### config.mk
export PLATFORM = sky130hd
export DESIGN_NAME = lac_cell
export DESIGN_NICKNAME = d
export VERILOG_FILES = /design/src/rtl/lac_pkg.sv /design/src/rtl/lac_cell.sv
export SDC_FILE = /design/constraint.sdc
export NUM_CORES = 1
export LEC_CHECK = 0
export ABC_AREA = 1
export BUFFER_PORTS_ARGS = -buffer_cell sky130_fd_sc_hd__buf_2
export CAP_MARGIN = 0
export CORE_MARGIN = 3
export CORE_UTILIZATION = 30
export CTS_BUF_LIST = sky130_fd_sc_hd__clkbuf_4
export DETAILED_ROUTE_END_ITERATION = 16
export PLACE_DENSITY = 0.5
export SYNTH_ARGS = -nofsm -noshare
export SYNTH_HDL_FRONTEND = slang
export SYNTH_SLANG_ARGS = --single-unit
### constraint.sdc
create_clock -name clk -period 1.7 [get_ports clk]
set_input_delay 0.34 -clock clk [delete_from_list [all_inputs] [get_ports clk]]
set_output_delay 0.34 -clock clk [all_outputs]
set_load 0.05 [all_outputs]
### src/rtl/lac_pkg.sv
// shared types, codes and label helpers for the label access check block
package lac_pkg;

	localparam int LABEL_W         = 64;
	localparam int ACC_W           = 3;
	localparam int IDX_W           = 4;
	localparam int CNT_W           = 8;
	localparam int OP_W            = 2;
	localparam int VERDICT_W       = 2;
	localparam int MAX_RULES_DEF   = 16;
	localparam int LABEL_BYTES_DEF = 8;

	// opcodes
	localparam logic [OP_W-1:0] OP_CHECK = 2'd0;
	localparam logic [OP_W-1:0] OP_WRITE = 2'd1;
	localparam logic [OP_W-1:0] OP_COUNT = 2'd2;

	// verdict codes
	localparam logic [VERDICT_W-1:0] VERDICT_OK    = 2'd0;
	localparam logic [VERDICT_W-1:0] VERDICT_DENY  = 2'd1;
	localparam logic [VERDICT_W-1:0] VERDICT_RANGE = 2'd2;

	// access bit positions
	localparam int ACC_WRITE_BIT = 1;

	// special one-character labels
	localparam logic [LABEL_W-1:0] LBL_FLOOR = 64'h5F;
	localparam logic [LABEL_W-1:0] LBL_STAR  = 64'h2A;
	localparam logic [LABEL_W-1:0] LBL_HAT   = 64'h5E;

	// query word walking down the rule chain
	typedef struct packed {
		logic               valid;
		logic               done;
		logic               deny;
		logic [LABEL_W-1:0] subj;
		logic [LABEL_W-1:0] obj;
		logic [ACC_W-1:0]   acc;
	} tok_t;

	// rule write broadcast to every cell
	typedef struct packed {
		logic               en;
		logic [IDX_W-1:0]   idx;
		logic [LABEL_W-1:0] subj;
		logic [LABEL_W-1:0] obj;
		logic [ACC_W-1:0]   grant;
	} wr_t;

	// label ends at first zero byte, only the low nbytes bytes count
	function automatic logic [LABEL_W-1:0] norm_label(input logic [LABEL_W-1:0] v,
		input int nbytes);
		logic [LABEL_W-1:0] r;
		logic               live;
		r    = '0;
		live = 1'b1;
		for (int i = 0; i < 8; i++) begin
			if (i >= nbytes || v[8*i +: 8] == 8'h00) begin
				live = 1'b0;
			end
			if (live) begin
				r[8*i +: 8] = v[8*i +: 8];
			end
		end
		return r;
	endfunction

endpackage

### src/rtl/lac_cell.sv
// one rule slot of the chain: holds a rule and checks the passing query word
module lac_cell #(
	parameter int CELL_IDX = 0,
	parameter int CW       = 5
) (
	input  logic          clk,
	input  logic          arst_n,
	input  lac_pkg::wr_t  wr,
	input  logic [CW-1:0] active_rules,
	input  lac_pkg::tok_t tok_in,
	output lac_pkg::tok_t tok_out
);

	localparam int IW = lac_pkg::IDX_W;
	localparam bit WR_REACH = CELL_IDX < (1 << IW);
	localparam logic [IW-1:0] MY_IDX = IW'(CELL_IDX);
	localparam logic [CW-1:0] MY_POS = CW'(CELL_IDX);

	logic [lac_pkg::LABEL_W-1:0] subj_q;
	logic [lac_pkg::LABEL_W-1:0] obj_q;
	logic [lac_pkg::ACC_W-1:0]   grant_q;
	logic                        hit;
	lac_pkg::tok_t               tok_d;

	always_ff @(posedge clk or negedge arst_n) begin
		if (!arst_n) begin
			subj_q  <= '0;
			obj_q   <= '0;
			grant_q <= '0;
		end else if (wr.en && WR_REACH && wr.idx == MY_IDX) begin
			subj_q  <= wr.subj;
			obj_q   <= wr.obj;
			grant_q <= wr.grant;
		end
	end

	// first active matching rule decides
	assign hit = tok_in.valid && !tok_in.done && (MY_POS < active_rules) &&
		subj_q == tok_in.subj && obj_q == tok_in.obj;

	always_comb begin
		tok_d = tok_in;
		if (hit) begin
			tok_d.done = 1'b1;
			tok_d.deny = |(~grant_q & tok_in.acc);
		end
	end

	always_ff @(posedge clk or negedge arst_n) begin
		if (!arst_n) begin
			tok_out <= '0;
		end else begin
			tok_out <= tok_d;
		end
	end

endmodule

==> metrics.txt <==
Tcrit/Tclk final 0.986; vias in the first global route 12720; Req. time, crit path 1.36 ns; nets@finish 2439; final worst path period need 1.68 ns; Layout Cell Area excl Fill 19500 um2; Slew Limit Fails 0; clock buffer depth 3; commonest non-fill, non-tap cell in the layout nand2_1; clock share of power 0.313; net switching power 6.32 mW; drt first pass iters 5; GR Overflow Total 0; vias 11630; Post-Syn Area 11600 um2; Detailed Place HPWL around 36000 um; worst hold path class input pin to asynchronous set/reset pin; Max VDD drop 0.573 mV; RSZ-0062 raised after global routing true; fraction of layout cells with a size suffix above 1 0.316; WS Path Type flop to primary output; initial antenna violation count 6; CTS root buf clkbuf_4; CP peak stage delay 0.41 ns; Sink Count 265; post-synth net total 1625; Starting Density 0.307; Setup crit start kind flop; Final Skew 0.0440 ns; row count 71; Core Box Area 37900 um2; Lkg Pwr 10.5 nW; H-tree depth 3; maxcap violations 0; drt drc 0; Clock transition at path regs 0.06 ns; Synth Instances around 1300; R2R depth 11; Flop pwr share 0.406; Die H between 200 and 250 um; TritonCTS buffer count 78; fillers 3496; CP cell instances buf_6; #FFs+latches synth about 270; power per cell area ~960 nW/um2; sequential area share after synthesis 0.570; distinct cell type count after synthesis 23; warnings from Yosys 0; GP Congestion 0.815; Worst EP arrival 1.34 ns; DR vias/cell about 4.3; antenna-violating nets left 0; Final Hold Fails 0; switch share 0.336; Crit path depth 1; worst-margin pin slew 0.445 ns; Initial DRC Count 450; largest net degree at the start of global routing 48; Worst Path Buf+Inv 1; Pint about 12 mW; Worst Path Max Fanout 1; dpl cell area 14800 um2; relative slew slack 0.703; All-Layer GR Usage 0.230; Setup Viol. Count Final 0; final worst setup slack 0.0236 ns; area added between synthesis and finish 67.6%; Avg Cell Area, Syn 8.63 um2; Placement Setup Slack -0.201 ns; most frequent cells in the layout 370 x nand2_1, 275 x buf_2, 267 x dlygate4sd3_1; status finished, final reports clean; die area 41200 um2; width of the die 203 um; Slowest-stage cell, CP dfrtp_1; fmax 0.597 GHz; CTS tree done; wire length per cell 17.4 um; first-pass GRT wire length 71700 um; IO Count 411; worst-skew pair later-pin latency 0.74 ns; Crit path max-delay family flip-flops; wirelength, routed around 48000 um; Buffers on Ports roughly 400; Comb pwr share 0.281; critical path endpoint category primary output
[registers in the layout (all words and copies together) (netlist names)]
register	flops
obj_q	64
subj_q	64
grant_q	3
tok_out	134
[logic make-up after synthesis]
| logic type | Yosys count | synth area share |
|---|---|---|
| and+or+nand+nor | 664 | 0.228 |
| DFF | 265 | 0.570 |
| buffers and inverters | 255 | 0.0915 |
| AOI/OAI and AO/OA | 97 | 0.0420 |
| muxes | 37 | 0.0464 |
| xor gates and xnor gates | 30 | 0.0226 |
[routing by layer]
metal  GRT usage  vias up  wire length, um
met5           0        -               21
met4      0.0634        4              875
met3      0.0556       63             2540
met2       0.397      351            23400
met1       0.290     5435            20700
li1            -     5777                -
[path summary, 6_finish.rpt]
path | startpoint | end | slack [ns]
worst max register to register | subj_q[3] | tok_out[132] | 0.09
worst min-delay path | arst_n | tok_out[112] | 0.12
max in group asynchronous | arst_n | obj_q[28] | 0.93
min in group clk | wr[135] | obj_q[37] | 0.21
worst max-delay path | tok_out[131] | tok_out[131] | 0.02
worst min register to register | grant_q[2] | grant_q[2] | 0.50
[through the flow]
step | cells | utilization | power (mW) | setup TNS (ns) | hold WS [ns]
after floorplan | 1348 | - | 10.1 | 0 | 0.0444
after global placement | 2321 | 0.391 | 12.0 | -0.323 | 0.283
after detailed placement | 2321 | 0.391 | 12.1 | -0.339 | 0.287
final | 2735 | 0.514 | 18.8 | 0 | 0.123
after CTS | 2725 | 0.508 | 18.9 | -0.829 | 0.0305
after global routing | 2733 | 0.514 | 20.0 | -1.33 | 0.0695
[cells in the mapped netlist]
cell type | n | area [um2]
nand2_2 | 1 | 6.26
xnor2_1 | 27 | 236
dfrtp_1 | 265 | 6630
and2_1 | 1 | 6.26
o21ai_0 | 2 | 10.0
buf_6 | 13 | 146
clkbuf_1 | 3 | 11.3
nand3_1 | 24 | 120
nor4_2 | 1 | 12.5
mux2_1 | 4 | 45.0
buf_2 | 8 | 40.0
nand2_1 | 380 | 1430
or2_2 | 9 | 56.3
nor2_1 | 211 | 792
inv_1 | 231 | 867
a21oi_1 | 94 | 470
xor2_1 | 3 | 26.3
o221ai_1 | 1 | 8.76
and3b_1 | 1 | 8.76
and3_1 | 1 | 6.26
nand4_1 | 33 | 206
nor3_1 | 2 | 10.0
mux2_4 | 33 | 495
[power by group through the flow]
stage                     clock network [mW]  logic, mW  registers [mW]
final                                   5.88       5.28            7.62
after global routing                    6.47       5.80            7.72
after CTS                               6.14       5.20            7.59
after detailed placement                   0       4.45            7.66
after global placement                     0       4.42            7.63
after floorplan                            0       1.98            8.17
[area by class of cell]
type                       count  area (um2)  area share
sequential                   265        6630       0.340
clock inverter                27         109     0.00558
antenna                        5        12.5    0.000642
inverter                     231         867      0.0445
tap                          511         639      0.0328
multi-input combinational    828        4160       0.213
timing repair buffer         758        6260       0.321
clock buffer                 110         826      0.0423
[timing repair]
action                                  in CTS  in global routing
hold buffers                               267                  0
gates resized for setup                    263                 46
pin swaps                                    1                 18
setup buffers                                0                  6
endpoints found under the hold margin      530                  0
endpoints found under the setup margin     136                 88
(Power assumes the default switching activity.)
